===== src/mrrpm_pkg.sv =====
// shared types, codes and offset arithmetic for the ring pointer manager
package mrrpm_pkg;

    // largest ring and number of consumer slots the block can address
    localparam int SIZE_LIMIT = 65536;
    localparam int SLOT_LIMIT = 8;

    // action codes of an input item
    typedef enum logic [3:0] {
        ACT_ATTACH_PROD = 4'd0,
        ACT_ATTACH_CONS = 4'd1,
        ACT_REL_PROD    = 4'd2,
        ACT_REL_CONS    = 4'd3,
        ACT_PUT         = 4'd4,
        ACT_GET         = 4'd5,
        ACT_PEEK        = 4'd6,
        ACT_SKIP        = 4'd7,
        ACT_USAGE       = 4'd8
    } action_t;

    // result status codes
    typedef enum logic [2:0] {
        ST_OK       = 3'd0,
        ST_BUSY     = 3'd1,
        ST_RANGE    = 3'd2,
        ST_BLOCK    = 3'd3,
        ST_DETACHED = 3'd4
    } status_t;

    // configuration register indexes
    typedef enum logic [1:0] {
        REG_RING_SIZE = 2'd0,
        REG_RING_BASE = 2'd1,
        REG_CONS_CNT  = 2'd2
    } reg_idx_t;

    // controller sequencing
    typedef enum logic [2:0] {
        FSM_IDLE,
        FSM_PRE,
        FSM_EXEC,
        FSM_POST,
        FSM_DONE
    } fsm_t;

    // operation broadcast to the consumer cells
    typedef enum logic [2:0] {
        CELL_HOLD,
        CELL_ATTACH,
        CELL_RELEASE,
        CELL_LOAD,
        CELL_REWIND
    } cell_op_t;

    typedef struct packed {
        cell_op_t    op;
        logic [2:0]  slot;
        logic [15:0] offset;
    } cell_cmd_t;

    // running backlog summary handed from cell to cell
    typedef struct packed {
        logic        any;
        logic [15:0] hi;
        logic [15:0] lo;
    } scan_t;

    // configuration values in use
    typedef struct packed {
        logic [16:0] size;
        logic [31:0] base;
        logic [3:0]  count;
        logic        rewind;
        logic        wr;
    } cfg_t;

    // bytes a consumer at off still has to read
    function automatic logic [15:0] backlog(input logic [15:0] prod,
                                            input logic [15:0] off,
                                            input logic [16:0] size);
        logic [16:0] d;
        if (prod >= off)
            d = {1'b0, prod} - {1'b0, off};
        else
            d = size - {1'b0, off} + {1'b0, prod};
        return d[15:0];
    endfunction

    // offset moved forward by len, wrapped at the ring size
    function automatic logic [15:0] advance(input logic [15:0] off,
                                            input logic [16:0] len,
                                            input logic [16:0] size);
        logic [17:0] n;
        n = {2'b00, off} + {1'b0, len};
        if (n >= {1'b0, size})
            n = n - {1'b0, size};
        return n[15:0];
    endfunction

endpackage


===== src/multi_reader_ring_pointer_manager.sv =====
// top level: action sequencer, producer state and the chain of consumer cells
//
// Pointer manager for a byte ring with one producer and up to eight consumers.
// Items arrive on item_valid / item_stall with action, slot, length and
// min_length; each gives exactly one result on result_valid / result_stall
// with status, slot_out, address, count and the usage summary after the action.
// The block works on one item at a time: item_stall is high from the accept
// until the controller is back in idle. Each item is executed, then the
// backlog summary ripples down the chain of consumer cells (one cell per
// cycle), and then the result register is loaded. A put that follows reset
// or a configuration write first waits for one more pass of the summary
// down the chain to learn the current space. A finished result waits in its
// output register while result_stall is high; the next item is still taken,
// and its own result is held back until the register frees up. Reset clears
// all offsets and attach bits and loads ring_size 65536, ring_base 0 and
// consumer_count 8. Writing ring_size rewinds every offset to zero.
module multi_reader_ring_pointer_manager #(
    parameter int RING_BYTES    = 65536,
    parameter int MAX_CONSUMERS = 8
) (
    input  logic        clk,
    input  logic        rst_n,
    input  logic        psel,
    input  logic        penable,
    input  logic        pwrite,
    input  logic [3:0]  paddr,
    input  logic [31:0] pwdata,
    output logic [31:0] prdata,
    output logic        pready,
    input  logic        item_valid,
    output logic        item_stall,
    input  logic [3:0]  action,
    input  logic [2:0]  slot,
    input  logic [16:0] length,
    input  logic [16:0] min_length,
    output logic        result_valid,
    input  logic        result_stall,
    output logic [2:0]  status,
    output logic [2:0]  slot_out,
    output logic [31:0] address,
    output logic [16:0] count,
    output logic [15:0] put_space,
    output logic [15:0] min_get,
    output logic [15:0] max_get,
    output logic        producer_on
);

    localparam int SIZE_CAP = (RING_BYTES < mrrpm_pkg::SIZE_LIMIT) ?
                              RING_BYTES : mrrpm_pkg::SIZE_LIMIT;
    localparam int SLOTS    = (MAX_CONSUMERS < mrrpm_pkg::SLOT_LIMIT) ?
                              MAX_CONSUMERS : mrrpm_pkg::SLOT_LIMIT;
    localparam int CW       = (SLOTS > 1) ? $clog2(SLOTS) : 1;
    localparam logic [CW-1:0] CNT_LAST = CW'(SLOTS - 1);

    mrrpm_pkg::cfg_t      cfg;
    mrrpm_pkg::fsm_t      state_reg, state_next;
    logic [CW-1:0]        cnt_reg, cnt_next;
    logic                 fresh_reg;
    logic                 out_load;
    logic                 accept;

    // captured item
    logic [3:0]           act_reg;
    logic [2:0]           slot_reg;
    logic [16:0]          len_reg;
    logic [16:0]          minl_reg;

    // producer state
    logic [15:0]          prod_off_reg, prod_off_next;
    logic                 prod_on_reg, prod_on_next;

    // pending result from the execute cycle
    mrrpm_pkg::status_t   res_status_reg, res_status_next;
    logic [2:0]           res_slot_reg, res_slot_next;
    logic [31:0]          res_addr_reg, res_addr_next;
    logic [16:0]          res_count_reg, res_count_next;

    // output register
    logic                 result_valid_reg;
    logic [2:0]           status_reg;
    logic [2:0]           slot_out_reg;
    logic [31:0]          address_reg;
    logic [16:0]          count_reg;
    logic [15:0]          put_space_reg;
    logic [15:0]          min_get_reg;
    logic [15:0]          max_get_reg;
    logic                 producer_on_reg;

    // cell chain
    mrrpm_pkg::scan_t     chain [0:SLOTS];
    logic [15:0]          cell_off [0:SLOTS-1];
    logic                 cell_act [0:SLOTS-1];
    mrrpm_pkg::cell_cmd_t cmd, ex_cmd;

    // execute-cycle helpers
    logic [15:0]          sel_off;
    logic                 sel_act;
    logic                 slot_ok;
    logic                 free_found;
    logic [2:0]           free_idx;
    logic [15:0]          sel_blog;
    logic [16:0]          get_cnt;
    logic [15:0]          hi_sum;
    logic [15:0]          space_now;
    logic [31:0]          prod_addr;
    logic [31:0]          cons_addr;

    mrrpm_cfg #(
        .SIZE_CAP (SIZE_CAP),
        .SLOTS    (SLOTS)
    ) u_cfg (
        .clk     (clk),
        .rst_n   (rst_n),
        .psel    (psel),
        .penable (penable),
        .pwrite  (pwrite),
        .paddr   (paddr),
        .pwdata  (pwdata),
        .prdata  (prdata),
        .pready  (pready),
        .cfg     (cfg)
    );

    // chain of consumer cells, summary enters empty at the head
    assign chain[0] = '{any: 1'b0, hi: 16'd0, lo: 16'hFFFF};

    for (genvar g = 0; g < SLOTS; g++)
    begin : g_cell
        mrrpm_cell #(
            .IDX (g)
        ) u_cell (
            .clk      (clk),
            .rst_n    (rst_n),
            .cmd      (cmd),
            .size     (cfg.size),
            .count    (cfg.count),
            .prod     (prod_off_reg),
            .scan_in  (chain[g]),
            .scan_out (chain[g+1]),
            .offset   (cell_off[g]),
            .active   (cell_act[g])
        );
    end

    // slot lookup and first free slot
    always_comb
    begin
        sel_off    = 16'd0;
        sel_act    = 1'b0;
        free_found = 1'b0;
        free_idx   = 3'd0;
        for (int i = 0; i < SLOTS; i++)
        begin
            if (slot_reg == 3'(i))
            begin
                sel_off = cell_off[i];
                sel_act = cell_act[i];
            end
        end
        for (int i = SLOTS - 1; i >= 0; i--)
        begin
            if (!cell_act[i] && (4'(i) < cfg.count))
            begin
                free_found = 1'b1;
                free_idx   = 3'(i);
            end
        end
    end

    assign slot_ok   = ({1'b0, slot_reg} < cfg.count);
    assign sel_blog  = mrrpm_pkg::backlog(prod_off_reg, sel_off, cfg.size);
    assign get_cnt   = (len_reg > {1'b0, sel_blog}) ? {1'b0, sel_blog} : len_reg;
    assign hi_sum    = chain[SLOTS].any ? chain[SLOTS].hi : 16'd0;
    assign space_now = 16'(cfg.size - 17'd1 - {1'b0, hi_sum});
    assign prod_addr = cfg.base + {16'd0, prod_off_reg};
    assign cons_addr = cfg.base + {16'd0, sel_off};

    // action execution
    always_comb
    begin
        res_status_next = mrrpm_pkg::ST_OK;
        res_slot_next   = 3'd0;
        res_addr_next   = 32'd0;
        res_count_next  = 17'd0;
        prod_off_next   = prod_off_reg;
        prod_on_next    = prod_on_reg;
        ex_cmd          = '{op: mrrpm_pkg::CELL_HOLD, slot: slot_reg, offset: 16'd0};
        unique case (act_reg) inside
            mrrpm_pkg::ACT_ATTACH_PROD:
            begin
                if (prod_on_reg)
                    res_status_next = mrrpm_pkg::ST_BUSY;
                else
                    prod_on_next = 1'b1;
            end
            mrrpm_pkg::ACT_ATTACH_CONS:
            begin
                if (!free_found)
                    res_status_next = mrrpm_pkg::ST_BUSY;
                else
                begin
                    res_slot_next = free_idx;
                    res_addr_next = prod_addr;
                    ex_cmd = '{op: mrrpm_pkg::CELL_ATTACH, slot: free_idx,
                               offset: prod_off_reg};
                end
            end
            mrrpm_pkg::ACT_REL_PROD:
            begin
                if (!prod_on_reg)
                    res_status_next = mrrpm_pkg::ST_DETACHED;
                else
                    prod_on_next = 1'b0;
            end
            mrrpm_pkg::ACT_PUT:
            begin
                if (!prod_on_reg)
                    res_status_next = mrrpm_pkg::ST_DETACHED;
                else if (len_reg > cfg.size)
                    res_status_next = mrrpm_pkg::ST_RANGE;
                else if (len_reg > {1'b0, space_now})
                    res_status_next = mrrpm_pkg::ST_BLOCK;
                else
                begin
                    res_addr_next  = prod_addr;
                    res_count_next = len_reg;
                    prod_off_next  = mrrpm_pkg::advance(prod_off_reg, len_reg, cfg.size);
                end
            end
            mrrpm_pkg::ACT_REL_CONS, mrrpm_pkg::ACT_GET,
            mrrpm_pkg::ACT_PEEK, mrrpm_pkg::ACT_SKIP:
            begin
                if (!slot_ok)
                    res_status_next = mrrpm_pkg::ST_RANGE;
                else if (!sel_act)
                    res_status_next = mrrpm_pkg::ST_DETACHED;
                else if (act_reg == mrrpm_pkg::ACT_REL_CONS)
                    ex_cmd.op = mrrpm_pkg::CELL_RELEASE;
                else if (act_reg == mrrpm_pkg::ACT_SKIP)
                begin
                    if (len_reg > cfg.size)
                        res_status_next = mrrpm_pkg::ST_RANGE;
                    else
                    begin
                        res_addr_next  = cons_addr;
                        res_count_next = len_reg;
                        ex_cmd.op      = mrrpm_pkg::CELL_LOAD;
                        ex_cmd.offset  = mrrpm_pkg::advance(sel_off, len_reg, cfg.size);
                    end
                end
                else if (act_reg == mrrpm_pkg::ACT_GET)
                begin
                    if (minl_reg > cfg.size)
                        res_status_next = mrrpm_pkg::ST_RANGE;
                    else if ({1'b0, sel_blog} < minl_reg)
                        res_status_next = mrrpm_pkg::ST_BLOCK;
                    else
                    begin
                        res_addr_next  = cons_addr;
                        res_count_next = get_cnt;
                        ex_cmd.op      = mrrpm_pkg::CELL_LOAD;
                        ex_cmd.offset  = mrrpm_pkg::advance(sel_off, get_cnt, cfg.size);
                    end
                end
                else
                begin
                    res_addr_next  = cons_addr;
                    res_count_next = get_cnt;
                end
            end
            mrrpm_pkg::ACT_USAGE:
            begin
                res_status_next = mrrpm_pkg::ST_OK;
            end
            default:
            begin
                res_status_next = mrrpm_pkg::ST_RANGE;
            end
        endcase
    end

    // command to the cells: rewind on a ring_size write, else the action while executing
    always_comb
    begin
        if (cfg.rewind)
            cmd = '{op: mrrpm_pkg::CELL_REWIND, slot: 3'd0, offset: 16'd0};
        else if (state_reg == mrrpm_pkg::FSM_EXEC)
            cmd = ex_cmd;
        else
            cmd = '{op: mrrpm_pkg::CELL_HOLD, slot: 3'd0, offset: 16'd0};
    end

    // sequencer next state and handshake
    always_comb
    begin
        state_next = state_reg;
        item_stall = 1'b1;
        out_load   = 1'b0;
        unique case (state_reg)
            mrrpm_pkg::FSM_IDLE:
            begin
                item_stall = 1'b0;
                if (item_valid)
                begin
                    if ((action == mrrpm_pkg::ACT_PUT) && !fresh_reg)
                        state_next = mrrpm_pkg::FSM_PRE;
                    else
                        state_next = mrrpm_pkg::FSM_EXEC;
                end
            end
            mrrpm_pkg::FSM_PRE:
            begin
                if (cnt_reg == CNT_LAST)
                    state_next = mrrpm_pkg::FSM_EXEC;
            end
            mrrpm_pkg::FSM_EXEC:
            begin
                state_next = mrrpm_pkg::FSM_POST;
            end
            mrrpm_pkg::FSM_POST:
            begin
                if (cnt_reg == CNT_LAST)
                    state_next = mrrpm_pkg::FSM_DONE;
            end
            mrrpm_pkg::FSM_DONE:
            begin
                if (!result_valid_reg || !result_stall)
                begin
                    out_load   = 1'b1;
                    state_next = mrrpm_pkg::FSM_IDLE;
                end
            end
            default:
            begin
                state_next = mrrpm_pkg::FSM_IDLE;
            end
        endcase
    end

    assign accept = item_valid && !item_stall;

    // scan pass counter
    always_comb
    begin
        if (((state_reg == mrrpm_pkg::FSM_PRE) || (state_reg == mrrpm_pkg::FSM_POST)) &&
            (cnt_reg != CNT_LAST))
            cnt_next = cnt_reg + CW'(1);
        else
            cnt_next = '0;
    end

    // control and producer state
    always_ff @(posedge clk or negedge rst_n)
    begin
        if (!rst_n)
        begin
            state_reg        <= mrrpm_pkg::FSM_IDLE;
            cnt_reg          <= '0;
            fresh_reg        <= 1'b0;
            prod_off_reg     <= 16'd0;
            prod_on_reg      <= 1'b0;
            result_valid_reg <= 1'b0;
        end
        else
        begin
            state_reg <= state_next;
            cnt_reg   <= cnt_next;
            if (cfg.wr || (state_reg == mrrpm_pkg::FSM_EXEC))
                fresh_reg <= 1'b0;
            else if (out_load)
                fresh_reg <= 1'b1;
            if (cfg.rewind)
                prod_off_reg <= 16'd0;
            else if (state_reg == mrrpm_pkg::FSM_EXEC)
                prod_off_reg <= prod_off_next;
            if (state_reg == mrrpm_pkg::FSM_EXEC)
                prod_on_reg <= prod_on_next;
            if (out_load)
                result_valid_reg <= 1'b1;
            else if (!result_stall)
                result_valid_reg <= 1'b0;
        end
    end

    // item capture, pending result and output payload
    always_ff @(posedge clk)
    begin
        if (accept)
        begin
            act_reg  <= action;
            slot_reg <= slot;
            len_reg  <= length;
            minl_reg <= min_length;
        end
        if (state_reg == mrrpm_pkg::FSM_EXEC)
        begin
            res_status_reg <= res_status_next;
            res_slot_reg   <= res_slot_next;
            res_addr_reg   <= res_addr_next;
            res_count_reg  <= res_count_next;
        end
        if (out_load)
        begin
            status_reg      <= res_status_reg;
            slot_out_reg    <= res_slot_reg;
            address_reg     <= res_addr_reg;
            count_reg       <= res_count_reg;
            put_space_reg   <= space_now;
            min_get_reg     <= chain[SLOTS].any ? chain[SLOTS].lo : 16'd0;
            max_get_reg     <= hi_sum;
            producer_on_reg <= prod_on_reg;
        end
    end

    assign result_valid = result_valid_reg;
    assign status       = status_reg;
    assign slot_out     = slot_out_reg;
    assign address      = address_reg;
    assign count        = count_reg;
    assign put_space    = put_space_reg;
    assign min_get      = min_get_reg;
    assign max_get      = max_get_reg;
    assign producer_on  = producer_on_reg;

endmodule


===== src/mrrpm_cell.sv =====
// one consumer slot: offset, attach bit and one step of the backlog scan
module mrrpm_cell #(
    parameter int IDX = 0
) (
    input  logic                clk,
    input  logic                rst_n,
    input  mrrpm_pkg::cell_cmd_t cmd,
    input  logic [16:0]         size,
    input  logic [3:0]          count,
    input  logic [15:0]         prod,
    input  mrrpm_pkg::scan_t    scan_in,
    output mrrpm_pkg::scan_t    scan_out,
    output logic [15:0]         offset,
    output logic                active
);

    logic [15:0]      offset_reg, offset_next;
    logic             active_reg, active_next;
    mrrpm_pkg::scan_t scan_reg, scan_next;
    logic             hit;
    logic             en;
    logic [15:0]      blog;

    assign hit = (cmd.slot == 3'(IDX));
    assign en  = active_reg && (4'(IDX) < count);

    // slot update from the broadcast command
    always_comb
    begin
        offset_next = offset_reg;
        active_next = active_reg;
        case (cmd.op)
            mrrpm_pkg::CELL_ATTACH:
            begin
                if (hit)
                begin
                    active_next = 1'b1;
                    offset_next = cmd.offset;
                end
            end
            mrrpm_pkg::CELL_RELEASE:
            begin
                if (hit)
                    active_next = 1'b0;
            end
            mrrpm_pkg::CELL_LOAD:
            begin
                if (hit)
                    offset_next = cmd.offset;
            end
            mrrpm_pkg::CELL_REWIND:
            begin
                offset_next = 16'd0;
            end
            default:
            begin
                offset_next = offset_reg;
            end
        endcase
    end

    // fold this slot's backlog into the running summary
    always_comb
    begin
        blog      = mrrpm_pkg::backlog(prod, offset_reg, size);
        scan_next = scan_in;
        if (en)
        begin
            scan_next.any = 1'b1;
            if (blog > scan_in.hi)
                scan_next.hi = blog;
            if (blog < scan_in.lo)
                scan_next.lo = blog;
        end
    end

    always_ff @(posedge clk or negedge rst_n)
    begin
        if (!rst_n)
        begin
            offset_reg <= 16'd0;
            active_reg <= 1'b0;
        end
        else
        begin
            offset_reg <= offset_next;
            active_reg <= active_next;
        end
    end

    // summary stage, payload only
    always_ff @(posedge clk)
    begin
        scan_reg <= scan_next;
    end

    assign scan_out = scan_reg;
    assign offset   = offset_reg;
    assign active   = active_reg;

endmodule


===== src/mrrpm_cfg.sv =====
// configuration registers behind the apb port, with clamped values in use
module mrrpm_cfg #(
    parameter int SIZE_CAP = 65536,
    parameter int SLOTS    = 8
) (
    input  logic              clk,
    input  logic              rst_n,
    input  logic              psel,
    input  logic              penable,
    input  logic              pwrite,
    input  logic [3:0]        paddr,
    input  logic [31:0]       pwdata,
    output logic [31:0]       prdata,
    output logic              pready,
    output mrrpm_pkg::cfg_t   cfg
);

    localparam logic [16:0] CAP17 = 17'(SIZE_CAP);
    localparam logic [3:0]  CAP4  = 4'(SLOTS);

    logic [16:0] size_raw_reg;
    logic [16:0] size_eff_reg;
    logic [31:0] base_reg;
    logic [3:0]  cnt_raw_reg;
    logic [3:0]  cnt_eff_reg;
    logic        wr;
    logic [1:0]  idx;
    logic [16:0] size_clamp;
    logic [3:0]  cnt_clamp;

    assign pready = 1'b1;
    assign wr     = psel && penable && pwrite && pready;
    assign idx    = paddr[3:2];

    // clamp written values to the range the ring supports
    always_comb
    begin
        if (pwdata[16:0] < 17'd2)
            size_clamp = 17'd2;
        else if (pwdata[16:0] > CAP17)
            size_clamp = CAP17;
        else
            size_clamp = pwdata[16:0];

        if (pwdata[3:0] < 4'd1)
            cnt_clamp = 4'd1;
        else if (pwdata[3:0] > CAP4)
            cnt_clamp = CAP4;
        else
            cnt_clamp = pwdata[3:0];
    end

    // register writes
    always_ff @(posedge clk or negedge rst_n)
    begin
        if (!rst_n)
        begin
            size_raw_reg <= 17'(mrrpm_pkg::SIZE_LIMIT);
            size_eff_reg <= CAP17;
            base_reg     <= 32'd0;
            cnt_raw_reg  <= 4'(mrrpm_pkg::SLOT_LIMIT);
            cnt_eff_reg  <= CAP4;
        end
        else if (wr)
        begin
            unique case (idx)
                mrrpm_pkg::REG_RING_SIZE:
                begin
                    size_raw_reg <= pwdata[16:0];
                    size_eff_reg <= size_clamp;
                end
                mrrpm_pkg::REG_RING_BASE:
                begin
                    base_reg <= pwdata;
                end
                mrrpm_pkg::REG_CONS_CNT:
                begin
                    cnt_raw_reg <= pwdata[3:0];
                    cnt_eff_reg <= cnt_clamp;
                end
                default:
                begin
                    base_reg <= base_reg;
                end
            endcase
        end
    end

    // register reads
    always_comb
    begin
        unique case (idx)
            mrrpm_pkg::REG_RING_SIZE: prdata = {15'd0, size_raw_reg};
            mrrpm_pkg::REG_RING_BASE: prdata = base_reg;
            mrrpm_pkg::REG_CONS_CNT:  prdata = {28'd0, cnt_raw_reg};
            default:                  prdata = 32'd0;
        endcase
    end

    assign cfg.size   = size_eff_reg;
    assign cfg.base   = base_reg;
    assign cfg.count  = cnt_eff_reg;
    assign cfg.rewind = wr && (idx == mrrpm_pkg::REG_RING_SIZE);
    assign cfg.wr     = wr;

endmodule


===== config.mk =====
export PLATFORM = sky130hd
export DESIGN_NAME = multi_reader_ring_pointer_manager
export DESIGN_NICKNAME = d
export VERILOG_FILES = /design/src/mrrpm_pkg.sv /design/src/multi_reader_ring_pointer_manager.sv /design/src/mrrpm_cell.sv /design/src/mrrpm_cfg.sv
export SDC_FILE = /design/constraint.sdc
export NUM_CORES = 2
export LEC_CHECK = 0
export BUFFER_PORTS_ARGS = -buffer_cell sky130_fd_sc_hd__buf_4
export CORE_ASPECT_RATIO = 2
export CORE_UTILIZATION = 32
export CTS_BUF_LIST = sky130_fd_sc_hd__clkbuf_4 sky130_fd_sc_hd__clkbuf_8
export CTS_CLUSTER_DIAMETER = 60
export CTS_CLUSTER_SIZE = 20
export DETAILED_ROUTE_END_ITERATION = 12
export REMOVE_ABC_BUFFERS = 1
export SETUP_SLACK_MARGIN = 0.5
export SLEW_MARGIN = 20
export SYNTH_ARGS = -nofsm -noshare
export SYNTH_HDL_FRONTEND = slang
export SYNTH_SLANG_ARGS = --single-unit

===== constraint.sdc =====
create_clock -name clk -period 20.3 [get_ports clk]
set_clock_uncertainty 0.1 [all_clocks]
set_input_delay 1.015 -clock clk [delete_from_list [all_inputs] [get_ports clk]]
set_output_delay 1.015 -clock clk [all_outputs]
set_load 0.05 [all_outputs]

# Yosys cells after proc, flatten, opt, wreduce, memory -nomap -nowiden
# Cells that the tools add are included.
# totals
ff_bits	699
inputBits	84
output_inout_bits	139
word_cells	490
# op_classes
n_addsub	38
n_lt_le_gt_ge	46
eq_ne	66
n_mux	198
n_reduce_logical	75
# ops
cell	count
$mux 16	59
$mux 32	19
$sub 16x16->16	22
$pmux 16 s2	9
$mux 17	14
$pmux 32 s3	2
$add 16x16->16	9
$ge 16x16->1	9
$gt 16x16->1	7
$lt 16x16->1	7
$mux 3	24
$add 32x16->32	2
$add 16x17->18	3
$ge 18x17->1	3
$ne 2x1->1 const B	25
$mux 22	2
$mux 1	41
$gt 17x16->1	2
$gt 17x17->1	2
$pmux 17 s2	1
$eq 3x3->1 const B	11
$mux 33	1
$reduce_and 2->1	15
$eq 3x2->1 const B	8
other kinds (41)	126

# Depth between registers and ports, before layout
# logic_depth
depth_word	31
ltp_mapped	51
mapped_depth_nobuf	47

# Modules after synthesis
# Synthesis repeated with hierarchy kept, for this count alone.
# unflattened
cells_unflattened	6816
hier_area_um2	61770.5
# by_module_without_submodules
mod	n_inst	cells_per_inst	area_each_um2	seq_area_each_um2
multi_reader_ring_pointer_manager	1	2280	21220.4	6631.4
mrrpm_cell at g_cell[1].u_cell	1	530	4678.2	1086.0
mrrpm_cell at g_cell[7].u_cell	1	523	4675.7	1086.0
mrrpm_cell at g_cell[3].u_cell	1	545	4673.2	1086.0
mrrpm_cell at g_cell[0].u_cell	1	530	4662.0	1086.0
mrrpm_cell at g_cell[4].u_cell	1	539	4654.5	1086.0
mrrpm_cell at g_cell[5].u_cell	1	529	4599.4	1086.0
mrrpm_cell at g_cell[2].u_cell	1	520	4596.9	1086.0
mrrpm_cell at g_cell[6].u_cell	1	521	4595.7	1086.0
mrrpm_cfg	1	299	3414.5	1856.8

# Worst setup path before layout
# No wires, ideal clock.
# synth_path
path_type	reg2reg
startpoint	register slot_reg[0]
endpoint	register g_cell[4].u_cell.offset_reg[2]
setup_time_ns	0.155
t_arrival_ns	10.873
required_ns	20.045
path_slack_ns	9.172
stages_incl_launch_ff	50
path_buffers	6
synth_period_minus_slack_ns	11.128
path_cell_list	edfxtp_1 > clkbuf_1 > clkbuf_1 > clkbuf_1 > mux2i_1 > o211ai_1 > o21ai_0 > a21oi_1 > inv_1 > fa_1 > ha_1 > or4_1 > and3_1 > a21o_1 > a221oi_1 > xnor2_1 > nand2_1 > o21ai_0 > [... 14 more ...] > o21ai_0 > a211oi_1 > o21ai_0 > a31o_2 > a21oi_1 > xnor2_1 > ha_1 > nand2_1 > nor4_1 > a41oi_1 > o2bb2ai_1 > a31oi_1 > buf_2 > buf_4 > nand2_1 > o211a_1 > a211oi_1 > o21ai_0
# synth_between
elab_chain_len	29
word_cells_on_any_way	72
cone_classes	add/sub (7); order compare (6); eq/ne (12); mux (43); reduce/logical (4)
# synth_rtl
item	line_no	rtl
start: declaration	multi_reader_ring_pointer_manager.sv:64	logic [2:0] slot_reg;
start signal: assignment	multi_reader_ring_pointer_manager.sv:391	slot_reg <= slot;
$logic_not 3->1	multi_reader_ring_pointer_manager.sv:154	if (slot_reg == 3'(i))
$mux 16 (8 in series)	multi_reader_ring_pointer_manager.sv:154	
$sub 16x16->16	mrrpm_pkg.sv:85	d = size - {1'b0, off} + {1'b0, prod};
$add 16x16->16	mrrpm_pkg.sv:85	
$mux 16	mrrpm_pkg.sv:82	if (prod >= off)
$gt 17x16->1	multi_reader_ring_pointer_manager.sv:172	assign get_cnt = (len_reg > {1'b0, sel_blog}) ? {1'b0, sel_blog} : len_reg;
$mux 17	multi_reader_ring_pointer_manager.sv:172	
$add 16x17->18	mrrpm_pkg.sv:94	n = {2'b00, off} + {1'b0, len};
[... 6 more ...]	n/a	
$mux 16	multi_reader_ring_pointer_manager.sv:237	else if (act_reg == mrrpm_pkg::ACT_REL_CONS)
$mux 16	multi_reader_ring_pointer_manager.sv:235	else if (!sel_act)
$mux 16	multi_reader_ring_pointer_manager.sv:233	if (!slot_ok)
$pmux 16 s2	multi_reader_ring_pointer_manager.sv:188	unique case (act_reg) inside
$mux 22 *	multi_reader_ring_pointer_manager.sv:287	else if (state_reg == mrrpm_pkg::FSM_EXEC)
$mux 22 *	multi_reader_ring_pointer_manager.sv:285	if (cfg.rewind)
$mux 16	mrrpm_cell.sv:35, mrrpm_cell.sv:48	
$pmux 16 s2	mrrpm_cell.sv:32	case (cmd.op)
end signal: assignment	mrrpm_cell.sv:86	offset_reg <= offset_next;
end: declaration	mrrpm_cell.sv:17	logic [15:0] offset_reg, offset_next;
# Every way passes the cells marked *; elsewhere a longest branch is shown, timed or not. The select of a mux whose other input is x is not followed.
# A chain may end at the register's enable or synchronous reset.

# Worst setup path after layout
# layout_path
startpoint	register slot_reg[0]
endpoint	register g_cell[6].u_cell.offset_reg[15]
# layout_between
elab_chain_len	29
word_cells_on_any_way	72
cone_classes	add/sub (7); order compare (6); eq/ne (12); mux (43); reduce/logical (4)
# layout_rtl
item	line_no
$logic_not 3->1	multi_reader_ring_pointer_manager.sv:154
$mux 16 (8 in series)	multi_reader_ring_pointer_manager.sv:154
$sub 16x16->16	mrrpm_pkg.sv:85
$add 16x16->16	mrrpm_pkg.sv:85
$mux 16	mrrpm_pkg.sv:82
$gt 17x16->1	multi_reader_ring_pointer_manager.sv:172
$mux 17	multi_reader_ring_pointer_manager.sv:172
$add 16x17->18	mrrpm_pkg.sv:94
[... 6 more ...]	n/a
$mux 16	multi_reader_ring_pointer_manager.sv:237
$mux 16	multi_reader_ring_pointer_manager.sv:235
$mux 16	multi_reader_ring_pointer_manager.sv:233
$pmux 16 s2	multi_reader_ring_pointer_manager.sv:188
$mux 22 *	multi_reader_ring_pointer_manager.sv:287
$mux 22 *	multi_reader_ring_pointer_manager.sv:285
$mux 16	mrrpm_cell.sv:35, mrrpm_cell.sv:48
$pmux 16 s2	mrrpm_cell.sv:32
end signal: assignment	mrrpm_cell.sv:86
end: declaration	mrrpm_cell.sv:17
# Marked as above.

==> results.sh <==
export IMPL_critPathMaxStageDelay_ps=860
export IMPL_synth_top_family_by_area="adder cells"
export IMPL_drc_errors=0
export IMPL_die_h_um=604
export IMPL_final_util_pct=35.8
export IMPL_ys_types=95
export IMPL_root_buffer="clkbuf_8"
export IMPL_post_cts_resized=0
export IMPL_wl_per_cell_um=28.1
export IMPL_async_reset_ff_share_pct=33.6
export IMPL_port_buffers=219
export IMPL_first_iter_violations=3012
export IMPL_grt_pass1_wl_um=357000
export IMPL_antenna_found_initial=13
export IMPL_cts_sinks=699
export IMPL_rsz0062_at_grt="false"
export IMPL_grt_usage_pct=27.5
export IMPL_ir_drop_mv=0.106
export IMPL_clk_pin_slew_ps=130
export IMPL_drtPass1Iterations=6
export IMPL_clk_latency_ps=840
export IMPL_synth_xor_area_share_pct=5.39
export IMPL_powerDensity_mw_per_mm2=130
export IMPL_syn_inst=6384
export IMPL_num_nets_final=7638
export IMPL_p_leak_uw=0.0295
export IMPL_rows=220
export IMPL_hpwl_um=204000
export IMPL_synthAdderAreaFrac_pct=21.2
export IMPL_synth_top_area_cell="ha_1"
export IMPL_largest_reg_flops=264
export IMPL_fp_coreArea_mm2=0.180
export IMPL_cts_tree="yes"
export IMPL_slew_headroom_pct=16.9
export IMPL_yosys_area_share_simple_pct=12.2
export IMPL_worstSetupStartpointType="flop"
export IMPL_ys_flop_type="dfxtp_1"
export IMPL_viasPerCell=5.50
export IMPL_synth_edf_count=200
export IMPL_gp_congestion=0.993
export IMPL_grt_max_degree=70
export IMPL_dieArea_mm2=0.183
export IMPL_h_tree_depth=2
export IMPL_critPathKind="reg -> reg"
export IMPL_slew_viol_final=0
export IMPL_cp_max_fo=40
export IMPL_synth_top_cell_area_share_pct=15.9
export IMPL_post_cts_buffers=0
export IMPL_tightest_slew_ps=1240
export IMPL_synth_most_common_cell="inv_1"
export IMPL_route_final_wire_length_um=255000
export IMPL_ys_seq_area_share_pct=29.6
export IMPL_fin_crit_sh_pct=68.8
export IMPL_clockBufferDepth=3
export IMPL_crit_path_end_kind="flop"
export IMPL_cp_required_ps=20900
export IMPL_vias=49800
export IMPL_syn_to_final_growth_pct=11.0
export IMPL_die_w_um=303
export IMPL_dr_max_layer_used="met4"
export IMPL_grt_pass1_vias=50700
export IMPL_cpMaxStageDelayCell="nor4_1"
export IMPL_period_minus_slack_ps=13960
export IMPL_dr_wl_met3_um=10600
export IMPL_synth_commonest_cells="810 x inv_1, 736 x ha_1, 476 x nand2_1, 430 x a21oi_1, 400 x o21ai_0"
export IMPL_grt_remaining_overflow=0
export IMPL_drive_gt1_share_pct=12.7
export IMPL_hold_viol_final=0
export IMPL_status="finished clean"
export IMPL_ios=223
export IMPL_max_freq_mhz=71.6
export IMPL_ys_ff_latch=699
export IMPL_tns_ps=0
export IMPL_syn_area_mm2=0.0580
export IMPL_initial_core_util_pct=32.3
export IMPL_wl_met1_um=80800
export IMPL_worst_ep_arrival_time_ps=14560
export IMPL_yosys_warnings=0
export IMPL_synth_area_top_cells="ha_1 16%, edfxtp_1 10%, dfrtp_1 10%"
export IMPL_synth_compound_area_share_pct=17.6
export IMPL_whs_ps=250
export IMPL_dr_wl_met2_um=131000
export IMPL_setup_viol=0
export IMPL_maxCapViolCount=0
export IMPL_numCtsBuffers=48
export IMPL_hold_class="in -> reg"
export IMPL_power_total_uw=8340
export IMPL_postSynthAreaPerCell_um2=9.08
export IMPL_antenna_left=0
export IMPL_synth_area_mux_share_pct=7.74
## layer usage
metal,GRT usage [%],up-vias
met2,50.1,1649
met5,0,-
met1,25.0,24200
met3,3.58,817
met4,29.1,0
li1,-,23100
## power breakdown
part | internal, uW | switching (uW)
Sequential | 1640 | 203
Combinational | 2180 | 3510
Clock | 275 | 532
Total | 4090 | 4250
## area by class of cell
type	instances	area, um2
diodes	24	60.1
clock buffers	66	796
clock inverters	19	225
fillers	18400	115000
inverters	818	3080
multi-input cells	4730	37300
flip-flops and latches	699	17200
well taps	2331	2920
repair buffers	368	2770
## path summary, 6_finish.rpt
path	from	end	slack, ps	cells past startpoint
setup / recovery	slot_reg[0]$_DFFE_PP_	g_cell[6].u_cell.offset[15]$_DFFE_PN0P_	6340	50
setup reg to reg	slot_reg[0]$_DFFE_PP_	g_cell[6].u_cell.offset[15]$_DFFE_PN0P_	6340	50
max in group asynchronous	rst_n	u_cfg.size_raw_reg[4]$_DFFE_PN0P_	16550	5
min in group asynchronous	rst_n	cnt_reg[1]$_DFF_PN0_	570	2
hold reg to reg	res_addr_reg[19]$_DFFE_PN_	address[19]$_DFFE_PP_	300	0
hold / removal	length[2]	len_reg[2]$_DFFE_PP_	250	1
## cell usage in the layout, fill, tap and decap left out, types with 18 or more instances in the layout
cell,Yosys,layout
inv_1,810,806
ha_1,736,736
nand2_1,476,476
a21oi_1,430,425
o21ai_0,400,398
buf_4,9,366
nor2_1,360,359
mux2_2,288,288
dfxtp_1,264,264
dfrtp_1,231,230
xnor2_1,229,229
edfxtp_1,200,200
a21o_1,183,183
fa_1,153,153
nor3_1,133,131
xor2_1,128,128
mux2i_1,94,94
nand4_1,87,87
o21a_1,85,85
nand3_1,83,83
nor2b_1,68,68
nand2b_1,59,59
and2_1,58,58
clkbuf_8,0,48
o21bai_1,47,47
or3_1,40,40
a211oi_1,40,39
a31oi_1,40,37
and3_1,36,36
o22ai_1,34,34
a22o_1,28,28
o211ai_1,28,28
diode_2,0,24
nor4_1,22,21
o31ai_1,23,21
a22oi_1,20,20
or2_2,20,20
a31o_2,19,19
a21boi_0,18,18
clkbuf_4,0,18
## logic make-up (layout without fill, tap and decap cells)
logic type | after synthesis | after routing
AOI/OAI and AO/OA | 1595 | 1595
and+or+nand+nor | 1491 | 1491
buffers and inverters | 955 | 1271
adders and majority gates | 889 | 889
DFF | 699 | 699
muxes | 397 | 397
xor gates and xnor gates | 357 | 357
other | 1 | 25
## critical path, delay by kind of cell, from the launching register on
| kind | cells | cell delay (ps) |
|---|---|---|
| AND/OR/NAND/NOR | 14 | 3220 |
| multiplexers | 2 | 840 |
| AO/OA/AOI/OAI | 20 | 4900 |
| XOR/XNOR | 1 | 130 |
| adder cells (fa/ha/maj) | 5 | 1890 |
| buffers and inverters | 8 | 2280 |
| flip-flops | 1 | 340 |
## through the flow
stage | area, um2 | instances | setup slack [ps]
CTS | 64300 | 9031 | 6600
finish | 64300 | 9055 | 6340
detailed placement | 63200 | 8945 | 6680
global placement | 63200 | 8945 | 6750
floorplan | 57400 | 6247 | 8010
global route | 64300 | 9048 | 5700
## repair_timing
item | 4_1_cts | 5_1_grt
hold buffers | 1 | 0
endpoints found under the setup margin | 0 | 0
endpoints found under the hold margin | 16 | 0
Note: power is estimated with default switching activity, not from simulation.
